==> src/rtl/core/byte_stream_hash_32_assert.svh <==
// Assertion macros shared by the hash core. They rely on clk_i and rst_ni being in scope.
`ifndef BYTE_STREAM_HASH_32_ASSERT_SVH
`define BYTE_STREAM_HASH_32_ASSERT_SVH

// The consequent must hold in the same cycle as the antecedent.
`define BSH_ASSERT_IMP(lbl, ante, cons, msg) \
  lbl: assert property (@(posedge clk_i) disable iff (!rst_ni) (ante) |-> (cons)) \
    else $error(msg);

// The consequent must hold in the cycle after the antecedent.
`define BSH_ASSERT_NXT(lbl, ante, cons, msg) \
  lbl: assert property (@(posedge clk_i) disable iff (!rst_ni) (ante) |=> (cons)) \
    else $error(msg);

`endif

==> src/rtl/core/bsh_pkg.sv <==
package bsh_pkg;

  localparam int unsigned NUM_LANES  = 8;
  localparam int unsigned BLK_BYTES  = 32;
  localparam int unsigned BLK_W      = 8 * BLK_BYTES;
  localparam int unsigned TAIL_W     = 64;
  localparam int unsigned LEN_W      = 64;
  localparam int unsigned FIFO_DEPTH = 2;
  localparam int unsigned PTR_W      = $clog2(FIFO_DEPTH);
  localparam int unsigned CNT_W      = $clog2(FIFO_DEPTH + 1);

  typedef logic [31:0] word_t;

  localparam word_t MIX_INIT = 32'd1111111111;
  localparam word_t OFF_INIT = 32'd111111111;

  localparam word_t LANE_INIT [NUM_LANES] = '{
    32'd1, 32'd11, 32'd111, 32'd1111, 32'd11111, 32'd111111, 32'd1111111, 32'd11111111
  };

  localparam logic [4:0] ROUND_ROT [NUM_LANES] = '{
    5'd8, 5'd23, 5'd10, 5'd21, 5'd12, 5'd19, 5'd14, 5'd17
  };

  // One command for the back end: a block round, a finalisation, or both.
  typedef struct packed {
    logic             round;
    logic             fin;
    logic [4:0]       rem;
    logic             ge8;
    logic             gt12;
    logic             ge32;
    word_t            n32;
    logic [BLK_W-1:0] blk;
    logic [TAIL_W-1:0] tail;
  } cmd_t;

  typedef enum logic [3:0] {
    ST_RUN,
    ST_F16,
    ST_F8,
    ST_TAIL,
    ST_TAILB,
    ST_MIXA,
    ST_MIX1,
    ST_MIX2,
    ST_MIX3,
    ST_MIX4,
    ST_MIX5,
    ST_MIX6,
    ST_DONE
  } back_state_e;

  function automatic word_t rotl32(word_t x, logic [4:0] s);
    return (x << s) | (x >> (6'd32 - {1'b0, s}));
  endfunction

  // Little-endian word at word index wi of a 32-byte block.
  function automatic word_t word_at(logic [BLK_W-1:0] v, logic [2:0] wi);
    return v[{wi, 5'b00000} +: 32];
  endfunction

  // Keeps the lowest n bytes of a word.
  function automatic word_t byte_mask(logic [1:0] n);
    word_t m;
    case (n)
      2'd0:    m = 32'h0000_0000;
      2'd1:    m = 32'h0000_00ff;
      2'd2:    m = 32'h0000_ffff;
      2'd3:    m = 32'h00ff_ffff;
      default: m = 32'h0000_0000;
    endcase
    return m;
  endfunction

endpackage

==> src/rtl/core/bsh_front.sv <==
module bsh_front (
  input  logic          clk_i,
  input  logic          rst_ni,
  input  logic          in_valid_i,
  output logic          in_ready_o,
  input  logic [63:0]   data_i,
  input  logic [3:0]    byte_count_i,
  input  logic          last_i,
  input  logic          full_i,
  output logic          push_o,
  output bsh_pkg::cmd_t cmd_o
);
  import bsh_pkg::*;

  logic [4:0]       fill_q, fill_d;
  logic [LEN_W-1:0] len_q, len_d, len_new;
  logic [BLK_W-1:0] buf_q, buf_d, blk;
  logic [3:0]       cnt;
  logic [5:0]       fill_sum;
  logic [4:0]       offs;
  logic             wr;
  logic [7:0]       dbyte;
  logic             accept, round;

  assign in_ready_o = !full_i;
  assign accept     = in_valid_i && in_ready_o;

  always_comb begin
    cnt      = (byte_count_i > 4'd8) ? 4'd8 : byte_count_i;
    fill_sum = {1'b0, fill_q} + {2'b00, cnt};
    round    = fill_sum[5];
    len_new  = len_q + {{(LEN_W-4){1'b0}}, cnt};
    offs     = '0;
    wr       = 1'b0;
    dbyte    = '0;
    // Each buffer byte picks the input byte that lands on it, if any. Bytes that wrap
    // past the end of the block go only into the running buffer, not into the round block.
    for (int j = 0; j < BLK_BYTES; j++) begin
      offs  = 5'(j) - fill_q;
      wr    = ({1'b0, offs} < {2'b00, cnt});
      dbyte = data_i[{offs[2:0], 3'b000} +: 8];
      buf_d[8*j +: 8] = wr ? dbyte : buf_q[8*j +: 8];
      blk[8*j +: 8]   = (wr && (5'(j) >= fill_q)) ? dbyte : buf_q[8*j +: 8];
    end
  end

  always_comb begin
    push_o     = accept && (round || last_i);
    cmd_o.round = round;
    cmd_o.fin   = last_i;
    cmd_o.rem   = fill_sum[4:0];
    cmd_o.ge8   = |len_new[LEN_W-1:3];
    cmd_o.gt12  = (len_new > 64'd12);
    cmd_o.ge32  = |len_new[LEN_W-1:5];
    cmd_o.n32   = len_new[31:0];
    cmd_o.blk   = round ? blk : buf_d;
    cmd_o.tail  = buf_d[TAIL_W-1:0];

    fill_d = fill_q;
    len_d  = len_q;
    if (accept) begin
      if (last_i) begin
        fill_d = '0;
        len_d  = '0;
      end else begin
        fill_d = fill_sum[4:0];
        len_d  = len_new;
      end
    end
  end

  always_ff @(posedge clk_i or negedge rst_ni) begin
    if (!rst_ni) begin
      fill_q <= '0;
      len_q  <= '0;
    end else begin
      fill_q <= fill_d;
      len_q  <= len_d;
    end
  end

  always_ff @(posedge clk_i) begin
    if (accept) begin
      buf_q <= buf_d;
    end
  end

endmodule

==> config.mk <==
export PLATFORM = sky130hd
export DESIGN_NAME = bsh_front
export DESIGN_NICKNAME = d
export VERILOG_FILES = /design/src/rtl/core/byte_stream_hash_32_assert.svh /design/src/rtl/core/bsh_pkg.sv /design/src/rtl/core/bsh_front.sv
export SDC_FILE = /design/constraint.sdc
export NUM_CORES = 1
export LEC_CHECK = 0
export ABC_AREA = 0
export BUFFER_PORTS_ARGS = -buffer_cell sky130_fd_sc_hd__buf_4
export CORE_ASPECT_RATIO = 0.75
export CORE_MARGIN = 1.5
export CORE_UTILIZATION = 30
export DETAILED_ROUTE_END_ITERATION = 10
export SETUP_SLACK_MARGIN = 0.2
export SLEW_MARGIN = 20
export SYNTH_ARGS = -nofsm -noshare
export SYNTH_HDL_FRONTEND = slang
export SYNTH_SLANG_ARGS = --single-unit
==> constraint.sdc <==
create_clock -name clk_i -period 6.9 [get_ports clk_i]
set_clock_uncertainty 0.2 [all_clocks]
set_input_delay 1.035 -clock clk_i [delete_from_list [all_inputs] [get_ports clk_i]]
set_output_delay 1.035 -clock clk_i [all_outputs]
set_load 0.005 [all_outputs]
==> results by group <==
Synth
  – Synth Instances: 2555
  – Synthesis-stage register bit count: about 330
  – Post-synthesis sequential area ratio: roughly two fifths
  – Ys flop type: edfxtp_1
  – Yosys top cell by area: edfxtp_1
  – Post-synth EDFFs: about 260
  – Ys Warns: 0
  – Synth top cells by count: 373 x nor2_1, 350 x a21oi_1, 256 x edfxtp_1
  – Avg Inst Size Synth: 8.98 µm²
  – Synthesized cell area: about 0.023 mm²
  – Distinct cell type count after synthesis: between 70 and 80
  – Synth Net Count: 2690
  – Asr flop ratio synth: about a fifth
  – Top-count cell post-synth: nor2_1
  – Post-synth top area share: between 30 and 40%
  – Ranking of synthesized cells by area: edfxtp_1 33%, a21oi_1 7.6%, dfrtp_1 7.5%

Power
  – PD cells: approximately 400 mW/mm²
  – Leak Pwr: roughly 11 nW
  – VDD IR-drop max: 0.222 mV

Place
  – Placed Area: around 0.027 mm²
  – Post-Place Cells: roughly 3.8k
  – Port bufs: approximately 440
  – Post-DP HPWL: roughly 67000 µm
  – Routability cong.: ~0.9

Finish
  – Layout cells sized above 1: 25.6%
  – Area grow syn2layout: 22.3%
  – Design area: ~0.028 mm²
  – Non-Filler Instances: just under 4k
  – Layout Nets: 2981

Worst setup path
  – Worst reg2reg path endpoint: buf_q[36]
  – Worst path required time: 5.66 ns
  – CP Buf/Inv Count: 3
  – Worst Path Class, Setup: reg -> out
  – CP most frequent cell: ha_1
  – Startpoint Class: flop
  – Largest delay share family, worst path: simple AND/OR/NAND/NOR gates
  – Slowest CP cell: xnor2_2
  – Flop-to-flop setup slack: 2.65 ns
  – Setup crit end kind: output port
  – Worst EP arrival: 5.10 ns
  – Critical path fanouts, max: 18
  – Reg2Reg Depth: 10
  – Worst setup startpoint: fill_q[0]
  – Critical Path Max Stage Delay: roughly 0.76 ns
  – Crit-path cells: inv_1 > ha_1 > xnor2_2 > clkinv_1 > ha_1 > a21o_1 > a21oi_1 > and2_1 > nand2_1 > mux2_2 > buf_4
  – Critical R2R Launch: fill_q[0]

Clocking
  – CTS Buf Count: 41
  – Clk Latency, worst-skew pair: 0.58 ns
  – CTS Hold Buffers Added: 0
  – Clk slew on worst S/H paths: around 0.07 ns
  – Post-CTS Setup Bufs: 0
  – Total clock sinks: 325
  – CTS tree: yes
  – Clock tree buffer depth: 3
  – Clock root cell: clkbuf_16
  – Resize count post-CTS: 0
  – H-tree levels: 2

Timing
  – Unrepaired setup endpoints after global routing: no
  – Crit share post-route: roughly nine tenths
  – Worst Max-Slew Pin Slew: 1.08 ns
  – Fin crit period: about 6.3 ns
  – Fmax: 158 MHz
  – Final setup viols: 0
  – Setup TNS: 0 ns
  – Normalized max-slew margin: around a quarter
  – Count of final max-slew check failures: 0
  – Hold Violations, Final: 0

Route
  – Initial DRT Pass Iterations: 5
  – Final WL: around 88000 µm
  – Remaining antenna violation count after routing: 0
  – DR vias/cell: 5.32
  – DR iter-0 viols: 2064
  – WL per Instance: approximately 23 µm
  – Via Count: around 21k
  – DRC viols: 0

Die
  – Die width: roughly 320 µm
  – # IOs: about 440
  – Num rows: 87
  – Die Height: 243 µm
  – Die area: slightly below 0.08 mm²
  – Core Footprint: 0.0754 mm²
  – Initial core utilization: between 30% and 40%

Global routing
  – Initial antenna violation count: 6
  – Largest net degree at the start of global routing: 77
  – Grt ovf: 0
  – Vias in the first global route: roughly 19k
  – First-pass GRT wire length: approximately 130000 µm
  – Gr usage total: 21.9%

Status
  – Status: completed

Run
  – Max Cap Violations: 0

Worst hold path
  – Min-Delay Path Class: in -> async
[cells in the final DEF (no fill, tap or decap), types with 41 or more instances in the layout]
| cell type | count |
|---|---|
| buf_4 | 497 |
| nor2_1 | 373 |
| a21oi_1 | 350 |
| edfxtp_1 | 256 |
| nand2_1 | 232 |
| o21ai_0 | 169 |
| mux2_2 | 113 |
| mux2i_1 | 105 |
| inv_1 | 76 |
| dfrtp_1 | 68 |
| ha_1 | 60 |
| xnor2_1 | 49 |
| nand3_1 | 47 |
| nand4_1 | 42 |
| clkbuf_16 | 41 |
[logic make-up after synthesis]
| logic type | synth area share (%) |
|---|---|
| muxes | 13.4 |
| adders and majority gates | 3.45 |
| buffers and inverters | 6.80 |
| xor gates and xnor gates | 2.37 |
| and+or+nand+nor | 17.0 |
| AOI/OAI and AO/OA | 16.0 |
| DFF | 41.0 |
[registers in the layout, indices dropped and copies added, names as in the netlist]
signal	count
len_q	64
buf_q	256
fill_q	5
[metrics by stage]
step / hold WS (ns) / utilization (%) / setup slack (ns) / power (W)
4_1_cts: 0.315 / 37.2 / 0.478 / 0.0111
3_5_place_dp: 0.302 / 35.5 / 0.782 / 0.00889
5_1_grt: 0.338 / 37.2 / 0.231 / 0.0117
2_1_floorplan: 0.256 / - / 1.15 / 0.00622
6_report: 0.306 / 37.2 / 0.569 / 0.0110
3_3_place_gp: 0.276 / 35.5 / 0.745 / 0.00883
[worst register-to-register path, cell delays in order (launching register included)]
cell,delay (ns)
dfrtp_4,0.48
inv_1,0.12
ha_1,0.33
xnor2_2,0.76
clkinv_1,0.47
ha_1,0.40
a21o_1,0.17
a21oi_1,0.15
and2_1,0.54
nor2_1,0.09
a31oi_1,0.31
[power breakdown]
group	internal, W	switching (W)
clock network	0.00125	0.000909
registers	0.00263	0.000162
logic	0.00256	0.00354
total	0.00643	0.00461
[metal layers]
metal / vias up / wire (µm) / track usage, % / part of all wire (%)
met5: - / 23 / 0 / 0.026
met2: 858 / 38400 / 32.2 / 43
li1: 9719 / - / - / -
met1: 10100 / 41000 / 32.3 / 46
met4: 4 / 2260 / 6.09 / 2.6
met3: 111 / 6710 / 4.11 / 7.6
[layout make-up]
class,instances,area (µm²)
Inverter,83,319
Clock buffer,52,1070
Sequential cell,325,9420
Fill cell,7734,47400
Tap cell,1023,1280
Antenna cell,3,7.51
Multi-Input combinational cell,1897,12000
Clock inverter,20,215
Timing Repair Buffer,498,3740
[how the worst max path moves through the flow]
stage	endpoint	slack, ns	cells after the start
global route	cmd_o[96]	0.23	11
global placement	cmd_o[353]	0.74	14
detailed placement	cmd_o[354]	0.78	14
floorplan	cmd_o[134]	1.15	16
CTS	cmd_o[105]	0.48	12
finish	cmd_o[102]	0.57	11
Power figures use the tool's default switching activity.
