### src/rtl/core/byte_stream_hash_32_assert.svh
// Assertion macros shared by the hash core. They rely on clk_i and rst_ni being in scope.
`ifndef BYTE_STREAM_HASH_32_ASSERT_SVH
`define BYTE_STREAM_HASH_32_ASSERT_SVH

// The consequent must hold in the same cycle as the antecedent.
`define BSH_ASSERT_IMP(lbl, ante, cons, msg) \
  lbl: assert property (@(posedge clk_i) disable iff (!rst_ni) (ante) |-> (cons)) \
    else $error(msg);

// The consequent must hold in the cycle after the antecedent.
`define BSH_ASSERT_NXT(lbl, ante, cons, msg) \
  lbl: assert property (@(posedge clk_i) disable iff (!rst_ni) (ante) |=> (cons)) \
    else $error(msg);

`endif

### src/rtl/core/bsh_pkg.sv
package bsh_pkg;

  localparam int unsigned NUM_LANES  = 8;
  localparam int unsigned BLK_BYTES  = 32;
  localparam int unsigned BLK_W      = 8 * BLK_BYTES;
  localparam int unsigned TAIL_W     = 64;
  localparam int unsigned LEN_W      = 64;
  localparam int unsigned FIFO_DEPTH = 2;
  localparam int unsigned PTR_W      = $clog2(FIFO_DEPTH);
  localparam int unsigned CNT_W      = $clog2(FIFO_DEPTH + 1);

  typedef logic [31:0] word_t;

  localparam word_t MIX_INIT = 32'd1111111111;
  localparam word_t OFF_INIT = 32'd111111111;

  localparam word_t LANE_INIT [NUM_LANES] = '{
    32'd1, 32'd11, 32'd111, 32'd1111, 32'd11111, 32'd111111, 32'd1111111, 32'd11111111
  };

  localparam logic [4:0] ROUND_ROT [NUM_LANES] = '{
    5'd8, 5'd23, 5'd10, 5'd21, 5'd12, 5'd19, 5'd14, 5'd17
  };

  // One command for the back end: a block round, a finalisation, or both.
  typedef struct packed {
    logic             round;
    logic             fin;
    logic [4:0]       rem;
    logic             ge8;
    logic             gt12;
    logic             ge32;
    word_t            n32;
    logic [BLK_W-1:0] blk;
    logic [TAIL_W-1:0] tail;
  } cmd_t;

  typedef enum logic [3:0] {
    ST_RUN,
    ST_F16,
    ST_F8,
    ST_TAIL,
    ST_TAILB,
    ST_MIXA,
    ST_MIX1,
    ST_MIX2,
    ST_MIX3,
    ST_MIX4,
    ST_MIX5,
    ST_MIX6,
    ST_DONE
  } back_state_e;

  function automatic word_t rotl32(word_t x, logic [4:0] s);
    return (x << s) | (x >> (6'd32 - {1'b0, s}));
  endfunction

  // Little-endian word at word index wi of a 32-byte block.
  function automatic word_t word_at(logic [BLK_W-1:0] v, logic [2:0] wi);
    return v[{wi, 5'b00000} +: 32];
  endfunction

  // Keeps the lowest n bytes of a word.
  function automatic word_t byte_mask(logic [1:0] n);
    word_t m;
    case (n)
      2'd0:    m = 32'h0000_0000;
      2'd1:    m = 32'h0000_00ff;
      2'd2:    m = 32'h0000_ffff;
      2'd3:    m = 32'h00ff_ffff;
      default: m = 32'h0000_0000;
    endcase
    return m;
  endfunction

endpackage

### src/rtl/core/bsh_fifo.sv
`include "byte_stream_hash_32_assert.svh"

module bsh_fifo (
  input  logic          clk_i,
  input  logic          rst_ni,
  input  logic          push_i,
  input  bsh_pkg::cmd_t data_i,
  output logic          full_o,
  input  logic          pop_i,
  output logic          valid_o,
  output bsh_pkg::cmd_t data_o
);
  import bsh_pkg::*;

  cmd_t             mem_q [FIFO_DEPTH];
  logic [PTR_W-1:0] wr_ptr_q, wr_ptr_d, rd_ptr_q, rd_ptr_d;
  logic [CNT_W-1:0] count_q, count_d;

  assign full_o  = (count_q == CNT_W'(FIFO_DEPTH));
  assign valid_o = (count_q != '0);
  assign data_o  = mem_q[rd_ptr_q];

  always_comb begin
    wr_ptr_d = push_i ? wr_ptr_q + 1'b1 : wr_ptr_q;
    rd_ptr_d = pop_i ? rd_ptr_q + 1'b1 : rd_ptr_q;
    count_d  = count_q + CNT_W'(push_i) - CNT_W'(pop_i);
  end

  always_ff @(posedge clk_i or negedge rst_ni) begin
    if (!rst_ni) begin
      wr_ptr_q <= '0;
      rd_ptr_q <= '0;
      count_q  <= '0;
    end else begin
      wr_ptr_q <= wr_ptr_d;
      rd_ptr_q <= rd_ptr_d;
      count_q  <= count_d;
    end
  end

  always_ff @(posedge clk_i) begin
    if (push_i) begin
      mem_q[wr_ptr_q] <= data_i;
    end
  end

  `BSH_ASSERT_IMP(a_no_pop_when_empty, pop_i, count_q != '0, "pop from empty queue")
  `BSH_ASSERT_IMP(a_no_push_when_full, push_i, !full_o, "push into full queue")

endmodule

### config.mk
export PLATFORM = sky130hd
export DESIGN_NAME = bsh_fifo
export DESIGN_NICKNAME = d
export VERILOG_FILES = /design/src/rtl/core/bsh_pkg.sv /design/src/rtl/core/bsh_fifo.sv
export VERILOG_INCLUDE_DIRS = /design/src /design/src/rtl/core
export SDC_FILE = /design/constraint.sdc
export NUM_CORES = 1
export LEC_CHECK = 0
export ABC_AREA = 1
export BUFFER_PORTS_ARGS = -buffer_cell sky130_fd_sc_hd__buf_2
export CORE_AREA = 2 2 284 286
export CTS_BUF_LIST = sky130_fd_sc_hd__clkbuf_8
export CTS_CLUSTER_DIAMETER = 100
export CTS_CLUSTER_SIZE = 10
export DETAILED_ROUTE_END_ITERATION = 6
export DIE_AREA = 0 0 286 288
export PLACE_DENSITY = 0.61
export SLEW_MARGIN = 10
export SYNTH_ARGS = -nofsm -noshare
export SYNTH_HDL_FRONTEND = slang
export SYNTH_SLANG_ARGS = --single-unit
### constraint.sdc
create_clock -name clk_i -period 17 [get_ports clk_i]
set_input_delay 0 -clock clk_i [delete_from_list [all_inputs] [get_ports clk_i]]
set_output_delay 0 -clock clk_i [all_outputs]
set_load 0.005 [all_outputs]
==> results of run 1 <==
==> state kept, by name, summed over array words and instances (netlist names) <==
| signal | cells |
|---|---|
| wr_ptr_q | 1 |
| rd_ptr_q | 1 |
| mem_q | 724 |
| count_q | 2 |
==> stage by stage <==
step	cells	setup slack, ps	utilization
floorplan	1916	498.4	-
global placement	3636	12890	0.3966
detailed placement	3636	12810	0.3966
CTS	4275	12050	0.4803
global route	4279	11530	0.4805
finish	4279	11990	0.4805
==> synthesized netlist by cell type <==
library cell / n
buf_2: 9
buf_4: 4
buf_6: 31
buf_8: 3
clkbuf_1: 34
dfrtp_1: 4
edfxtp_1: 724
ha_1: 2
inv_1: 369
nand2_1: 369
nand3_1: 1
nor2_1: 2
o21ai_0: 270
o21ai_1: 92
xor2_1: 2
==> logic make-up after synthesis <==
logic type               synth area share
AO/OA/AOI/OAI                     0.06692
buffers and inverters             0.07320
XOR/XNOR                        0.0006471
flip-flops                         0.8067
AND/OR/NAND/NOR                   0.05162
adder cells (fa/ha/maj)         0.0009241
==> layout make-up <==
| type | count | area, sq um | share of cell area |
|---|---|---|---|
| diodes | 4 | 10.01 | 0.0002616 |
| well taps | 1060 | 1326 | 0.03466 |
| clock inverters | 17 | 116.4 | 0.003041 |
| flip-flops and latches | 728 | 21840 | 0.5709 |
| multi-input cells | 738 | 3259 | 0.08519 |
| repair buffers | 1277 | 9129 | 0.2386 |
| inverters | 369 | 1393 | 0.03640 |
| clock buffers | 86 | 1184 | 0.03094 |
==> routing by layer <==
layer / GRT usage / vias to the layer above / share of wire
li1: - / 8999 / -
met1: 0.1667 / 8495 / 0.36
met2: 0.2847 / 626 / 0.52
met3: 0.04596 / 195 / 0.071
met4: 0.08194 / 14 / 0.047
met5: 0 / - / 0.0013
==> power groups by stage <==
stage          logic [mW]  clock network (mW)  registers [mW]
6_report             1.54                1.05            2.49
3_5_place_dp         1.45                   0            2.53
5_1_grt              1.72                1.16            2.53
2_1_floorplan       0.825                   0            2.66
4_1_cts              1.56                1.09            2.49
3_3_place_gp         1.44                   0            2.53
==> worst max path at each step <==
stage                                    start                     to  slack (ps)  cells after the start
after global routing      rd_ptr_q$_DFFE_PN0P_             data_o[78]       11530                      5
after CTS                 rd_ptr_q$_DFFE_PN0P_             data_o[78]       12050                      5
after global placement    rd_ptr_q$_DFFE_PN0P_             data_o[69]       12890                      5
final                     rd_ptr_q$_DFFE_PN0P_             data_o[80]       11990                      5
after detailed placement  rd_ptr_q$_DFFE_PN0P_             data_o[69]       12810                      5
after floorplan           wr_ptr_q$_DFFE_PN0P_  mem_q[0][0]$_DFFE_PP_         500                      1
==> what timing repair did <==
item / 4_1_cts / 5_1_grt
gates resized for setup: 0 / 0
endpoints found under the hold margin: 732 / 0
hold buffers: 536 / 0
==> results.md, run 1 <==
* Outcome: finished clean
* Starting Density at 0.3400
* CP Max Fanout at 258
* Largest net degree at the start of global routing at 259
* DRT Pass-1 Iters at 4
* Core area at 79640 sq um
* Critical R2R Capture: mem_q[1][355]$_DFFE_PP_
* Crit path DAT at 5010 ps
* Clock skew at 32.81 ps
* Crit end category: primary output
* Detailed Route WL at 68160 microns
* Internal Power at 3.432 mW
* Tightest Hold Check Type: in2reg
* Detail Placement HPWL at 43310 microns
* P&R area growth vs syn at 41.32%
* Post-DRT Antenna Nets at 0
* Seq pwr share at 0.491
* Vias in the first global route at 18410
* CTS Buf Count at 84
* RSZ-0062 raised after global routing: no
* I/O Pins at 730
* Worst r2r src: wr_ptr_q$_DFFE_PN0P_
* Hold Crit Start: data_i[220]
* Nets at 3566
* Routed vias/inst at 4.283
* Clock Pin Slew Worst Setup and Hold Paths at 70 ps
* R2R depth at 4
* Placement row count at 104
* Hold Slack at 75.86 ps
* Clk Latency, worst-skew pair at 670 ps
* Synth top area cells: edfxtp_1, inv_1, nand2_1
* Hold path depth at 2
* Most used cell, CP: buf_4
* Die Area at 82370 sq um
* Crit path buf inv count at 4
* Power per cell area at 132.9 nW/um^2
* Drt drc at 0
* RD Place Congestion at 0.8451
* Max incr delay on CP at 1090 ps
* Slew Viols, Final at 0
* # fillers at 6937
* F_max at 0.1994 GHz
* Clock Tree Buf Depth at 3
* Global-route wire length before repair at 99460 microns
* Post-synth cell types at 15
* Startpoint types: flop
* Ys Warns at 0
* Worst R2R Setup Slack at 13670 ps
* Share of the synthesized area in the top cell type at 0.8030
* Slowest-stage cell, CP: dfrtp_4
* Worst-margin pin slew at 1106 ps
* DR iter-0 viols at 905
* Fin crit period at 5014 ps
* Final Cell Area at 38260 sq um
* Leading cell type in the layout, fill and taps excluded: buf_2
* Hold Vio Cnt, Final at 0
* Combinational share of power at 0.303
* Tcrit/Tclk final at 0.2949
* Critical Path RT at 17000 ps
* Post-Synthesis Cells at 1916
* Leakage at 16.08 nW
* Total Routing Usage GR at 0.1579
* Yosys reg bits at 728
* Worst Hold End: mem_q[0][220]$_DFFE_PP_
* Overall Power at 5.084 mW
* Max-capacitance violation count at 0
* Sink Count at 728
* Commonest non-fill, non-tap cells in the layout: buf_2, edfxtp_1, dlygate4sd3_1
* Worst slew margin at 0.2625
* Worst vdd ir at 0.09248 mV
* Net switching power at 1.652 mW
* Setup TNS at 0 ps
* Routed len/inst at 15.93 microns
* Clock power frac at 0.206
* Sw Ratio at 0.3250
* Placed cell areas at 31590 sq um
* Port Buf Inserts at 729
* Post-Syn Area at 27070 sq um
* Crit Path Category: reg2out
* Crit-path cells: buf_12, buf_4, buf_4, o21ai_0, buf_2
* Yosys top cell by area: edfxtp_1
* H-tree levels at 3
* TritonCTS clock tree: yes
* Final setup vio count at 0
* Vias at 18330
* Post-CTS Setup Bufs at 0
* Initial antenna violation count at 12
* Die H at 288 microns
* Remaining global-route overflow at 0
* Syn nets at 2284
* Syn_area_per_cell at 14.13 sq um
* Cell family with most CP delay: buffers and inverters
* Sequential-to-total area share from yosys stat at 0.8067
* Share of layout cells above drive strength 1 at 0.2610
* Die X at 286 microns
* Root buffer cell: clkbuf_8
Power figures use the tool's default switching activity.
==> run 2: changes to the inputs <==
ABC_AREA = 0   (was 1)
CORE_AREA = 2 2 281 283   (was 2 2 284 286)
DIE_AREA = 0 0 283 285   (was 0 0 286 288)
clock period = 4.2 ns   (was 17 ns; I/O delays follow)
==> results.md, run 2 <==
* Post-DRT Antenna Nets at 0
* Synth top area cells: edfxtp_1, mux2_2, mux2_4
* Slew Viols, Final at 0
* Startpoint types: flop
* Leading cell type in the layout, fill and taps excluded: buf_2
* RD Place Congestion at 0.8208
* Tcrit/Tclk final at 0.6681
* Max incr delay on CP at 1070 ps
* F_max at 0.3564 GHz
* H-tree levels at 3
* Clock skew at 55.14 ps
* Post-Synthesis Cells at 1141
* Core area at 77970 sq um
* Final std cells w/o fill at 3587
* Synth top cells by count: edfxtp_1, mux2_2, mux2_4
* Crit end category: primary output
* Syn_area_per_cell at 23.25 sq um
* Seq pwr share at 0.480
* Met2 WL at 35600 microns
* Tightest Hold Check Type: in2reg
* CP Max Fanout at 54
* P&R area growth vs syn at 45.60%
* Placement row count at 103
* Vias in the first global route at 17830
* TritonCTS clock tree: yes
* Worst slew margin at 0.3374
* Crit path DAT at 2810 ps
* Net switching power at 6.013 mW
* RSZ-0062 raised after global routing: no
* DRT Pass-1 Iters at 4
* Combinational share of power at 0.317
* Biggest regs: mem_q: 724 flops, count_q: 2 flops
* Post-Syn Area at 26530 sq um
* Fin crit period at 2806 ps
* Post-cts sizing count at 0
* Global-route wire length before repair at 101300 microns
* Ys Warns at 0
* Placed cells at 2911
* Yosys top cell by area: edfxtp_1
* Worst vdd ir at 0.3709 mV
* Detail Placement HPWL at 43190 microns
* Largest register by flop count: mem_q
* Routed len/inst at 18.74 microns
* Crit-path cells: buf_4, mux2_2, buf_2
* Yosys reg bits at 728
* Worst-margin pin slew at 993.8 ps
* Die H at 285 microns
* Hold Vio Cnt, Final at 0
* Multi-input gate area at 4441 sq um
* Root buffer cell: clkbuf_8
* Port Buf Inserts at 729
* Max-capacitance violation count at 0
* Sink Count at 728
* Power per cell area at 541.5 nW/um^2
* Nets at 2883
* Synth async-reset ratio at 0.005495
* Post-synth cell types at 13
* Clock Pin Slew Worst Setup and Hold Paths at 70 ps
* # fillers at 6405
* Crit Path Category: reg2out
* Sw Ratio at 0.2875
* Cell family with most CP delay: flip-flops
* WL met3 at 4883 microns
* I/O Pins at 730
* Routed vias/inst at 4.411
* Leakage at 14.78 nW
* Syn nets at 1509
* Share of layout cells above drive strength 1 at 0.4805
* Die X at 283 microns
* Drt drc at 0
* Clk Latency, worst-skew pair at 680 ps
* Crit path buf inv count at 2
* Share of the synthesized area in the top cell type at 0.8195
* Register Area at 21840 sq um
* Final setup vio count at 0
* Clock power frac at 0.202
* Detailed Route WL at 67210 microns
* Total Routing Usage GR at 0.1623
* Remaining global-route overflow at 0
* Sequential-to-total area share from yosys stat at 0.8233
* Initial antenna violation count at 4
* Number of flops mapped to enable cells by yosys at 724
* Starting Density at 0.3403
* Count leader, synth: edfxtp_1
* DR top layer: met4
* Die Area at 80660 sq um
* Clock Tree Buf Depth at 3
* Final Core Density at 0.4954
* CTS Buf Count at 83
* Hold Slack at 89.58 ps
* Critical Path RT at 4200 ps
* Largest net degree at the start of global routing at 108
* Slowest-stage cell, CP: dfrtp_4
* Commonest non-fill, non-tap cells in the layout: buf_2, edfxtp_1, dlygate4sd3_1
* Met1 wire length at 23750 microns
* Vias at 15820
* Outcome: finished clean
* Internal Power at 14.91 mW
* DR iter-0 viols at 671
* Max reg flops at 724
* Post-synth top flop: edfxtp_1
[run 2: final cells by class]
cell class | instances | share of cell area
tap | 1050 | 0.03401
timing repair buffer | 1329 | 0.2515
antenna | 4 | 0.0002591
clock inverter | 20 | 0.003984
multi-input combinational | 371 | 0.1150
inverter | 2 | 0.0001944
clock buffer | 83 | 0.02957
sequential | 728 | 0.5655
[run 2: path summary, 6_finish.rpt]
path,from,to,slack (ps),cells past startpoint
worst max-delay path,rd_ptr_q$_DFFE_PN0P_,data_o[235],1390,3
worst min-delay path,data_i[183],mem_q[0][183]$_DFFE_PP_,90,2
worst max register to register,wr_ptr_q$_DFFE_PN0P_,mem_q[1][339]$_DFFE_PP_,2050,2
worst min register to register,wr_ptr_q$_DFFE_PN0P_,wr_ptr_q$_DFFE_PN0P_,550,1
max in group asynchronous,rst_ni,rd_ptr_q$_DFFE_PN0P_,3780,3
min in group asynchronous,rst_ni,count_q[0]$_DFF_PN0_,220,3
[run 2: worst register-to-register path: stages, from the launching register on]
cell and delay [ps]:
dfrtp_1 420, and2_4 810, buf_12 490
[run 2: repair_timing]
action	in CTS	in global routing
hold buffers	569	0
setup endpoints to repair	0	0
endpoints found under the hold margin	739	0
setup buffers	0	0
[run 2: power groups by stage]
| stage | sequential, mW | combinational [mW] | clock (mW) |
|---|---|---|---|
| 2_1_floorplan | 10.3 | 3.61 | 0 |
| 3_3_place_gp | 10.1 | 6.18 | 0 |
| 3_5_place_dp | 10.2 | 6.24 | 0 |
| 4_1_cts | 10.1 | 6.69 | 4.40 |
| 5_1_grt | 10.2 | 7.07 | 4.67 |
| 6_report | 10.1 | 6.63 | 4.24 |
[run 2: routing by layer]
metal | up-vias | global-route usage
met3 | 157 | 0.04944
met4 | 0 | 0.07753
li1 | 7285 | -
met2 | 595 | 0.3003
met5 | - | 0
met1 | 7784 | 0.1663
[run 2: metrics by stage]
step                setup WS [ps]  total power, mW  setup TNS [ps]  area, sq um
global route                 1238            21.92               0        38630
CTS                          1279            21.15               0        38620
finish                       1394            20.92               0        38630
floorplan                   -2019            13.86        -1133180        26540
global placement             2048            16.32               0        31630
detailed placement           2038            16.45               0        31630
[run 2: logic make-up (layout without fill, tap and decap cells)]
group,Yosys count,in the layout,synth area share
flops,728,728,0.8233
mux,362,362,0.1636
buf+inv,42,1434,0.009716
simple gates,4,4,0.0009435
xor+xnor,3,3,0.001556
fa+ha+maj,2,2,0.0009431
other cells,0,4,0
==> run 3: changes to the inputs <==
ABC_AREA = 1   (was 0)
CORE_AREA = 2 2 287 289   (was 2 2 281 283)
DIE_AREA = 0 0 289 291   (was 0 0 283 285)
PLACE_DENSITY = 0.58   (was 0.61)
clock period = 2.85 ns   (was 4.2 ns; I/O delays follow)
==> results.md, run 3 (synthesized netlist as in run 1, its figures left out) <==
* Outcome: finished clean
* Power per cell area at 779.2 nW/um^2
* Max incr delay on CP at 760 ps
* RSZ-0062 raised after global routing: no
* Commonest non-fill, non-tap cells in the layout: buf_2, edfxtp_1, dlygate4sd3_1
* Clock Pin Slew Worst Setup and Hold Paths at 70 ps
* Worst vdd ir at 0.4974 mV
* Largest net degree at the start of global routing at 85
* Tcrit/Tclk final at 0.8625
* Tightest Hold Check Type: in2reg
* CP Max Fanout at 84
* RD Place Congestion at 0.8354
* Clock skew at 24.30 ps
* Crit Path Category: reg2out
* Root buffer cell: clkbuf_8
* Multi-input gate area at 3262 sq um
* Slew Viols, Final at 0
* Register Area at 21840 sq um
* Placed cells at 3672
* Die Area at 84100 sq um
* Global-route wire length before repair at 104300 microns
* Startpoint types: flop
* Largest register by flop count: mem_q
* Nets at 3711
* Drt drc at 0
* Worst-margin pin slew at 617.1 ps
* Clk Latency, worst-skew pair at 690 ps
* Biggest regs: mem_q: 724 flops, count_q: 2 flops
* F_max at 0.4068 GHz
* Critical Path RT at 2850 ps
* Leakage at 16.81 nW
* # fillers at 6919
* Fin crit period at 2458 ps
* Routed len/inst at 15.79 microns
* Routed vias/inst at 4.254
* P&R area growth vs syn at 47.29%
* Post-CTS Setup Bufs at 0
* Crit-path cells: buf_12, buf_12, nand2_1, o21ai_0, buf_2
* Remaining global-route overflow at 0
* Worst slew margin at 0.5876
* Vias at 18900
* Share of layout cells above drive strength 1 at 0.2562
* Hold Vio Cnt, Final at 0
* Die X at 289 microns
* Initial antenna violation count at 4
* Detail Placement HPWL at 44100 microns
* Placement row count at 105
* Sink Count at 728
* Post-DRT Antenna Nets at 0
* Post-cts sizing count at 0
* Final setup vio count at 0
* Die H at 291 microns
* Crit path DAT at 2460 ps
* I/O Pins at 730
* Core area at 81190 sq um
* Crit end category: primary output
* Final std cells w/o fill at 4442
* Max reg flops at 724
* DR iter-0 viols at 1081
* Port Buf Inserts at 729
* Most used cell, CP: buf_12
* Worst R2R Setup Slack at 1050 ps
* Starting Density at 0.3335
* Clock Tree Buf Depth at 3
* Detailed Route WL at 70130 microns
* TritonCTS clock tree: yes
* Total Routing Usage GR at 0.1612
* Leading cell type in the layout, fill and taps excluded: buf_2
* Vias in the first global route at 19060
* H-tree levels at 3
* Setup TNS at 0 ps
* Slowest-stage cell, CP: dfrtp_4
* DRT Pass-1 Iters at 5
* Max-capacitance violation count at 0
* CTS Buf Count at 83
[run 3: cell count changes in the layout (fill, tap and decap cells not counted), sizes merged, moves of 2 or more]
cell         previous run  this run
nor2b                   2         0
nor2                    0         2
inv                    17       390
nand2                   0       369
buf                   760       767
mux2                  362         0
dlygate4sd3           569       656
o21ai                   0       362
[run 3: per-layer routing]
layer  part of all wire  wire length, microns  track usage
met1               0.37                 25770       0.1747
met2               0.52                 36200       0.2894
met3              0.076                  5306      0.04585
met4              0.041                  2846      0.07242
met5            0.00019                    13            0
[run 3: layout make-up]
class	instances	area share
clock inverter	27	0.003859
multi-input combinational	738	0.08180
timing repair buffer	1423	0.2690
inverter	369	0.03483
antenna	3	0.0001883
tap	1070	0.03357
sequential	728	0.5478
clock buffer	84	0.02899
[run 3: final timing paths]
| path | depth (start not counted) | from | endpoint |
|---|---|---|---|
| min in group asynchronous | 3 | rst_ni | count_q[0]$_DFF_PN0_ |
| setup / recovery | 5 | rd_ptr_q$_DFFE_PN0P_ | data_o[161] |
| hold / removal | 2 | data_i[196] | mem_q[1][196]$_DFFE_PP_ |
| setup reg to reg | 2 | wr_ptr_q$_DFFE_PN0P_ | mem_q[0][7]$_DFFE_PP_ |
| hold reg to reg | 3 | count_q[1]$_DFF_PN0_ | count_q[1]$_DFF_PN0_ |
| max in group asynchronous | 3 | rst_ni | rd_ptr_q$_DFFE_PN0P_ |
[run 3: timing repair]
| action | 4_1_cts | 5_1_grt |
|---|---|---|
| endpoints found under the setup margin | 0 | 0 |
| endpoints found under the hold margin | 739 | 0 |
| hold buffers | 656 | 0 |
[run 3: stage by stage]
step	cell area (sq um)	hold slack, ps	setup WS, ps	util	power (mW)
finish	39880	58.64	392.0	0.4912	31.07
CTS	39870	0.9256	295.6	0.4911	31.46
global placement	31990	-183.3	995.0	0.3941	24.31
detailed placement	31990	-183.9	993.4	0.3941	24.38
floorplan	27090	-295.6	-3472	-	20.15
global route	39880	5.983	168.5	0.4912	33.08
[run 3: where the power goes]
part / total, mW / switching (mW) / leakage (nW) / internal [mW]
registers: 14.7 / 0.531 / 6.84 / 14.2
logic: 10.1 / 6.09 / 9.23 / 4.01
clock network: 6.26 / 3.56 / 0.739 / 2.70
total: 31.1 / 10.2 / 16.8 / 20.9
[run 3: critical path, delay by kind of cell (launching register included)]
| family | cells | cell delay [ps] |
|---|---|---|
| buffers and inverters | 3 | 760 |
| AO/OA/AOI/OAI | 1 | 130 |
| flip-flops | 1 | 760 |
| AND/OR/NAND/NOR | 1 | 120 |
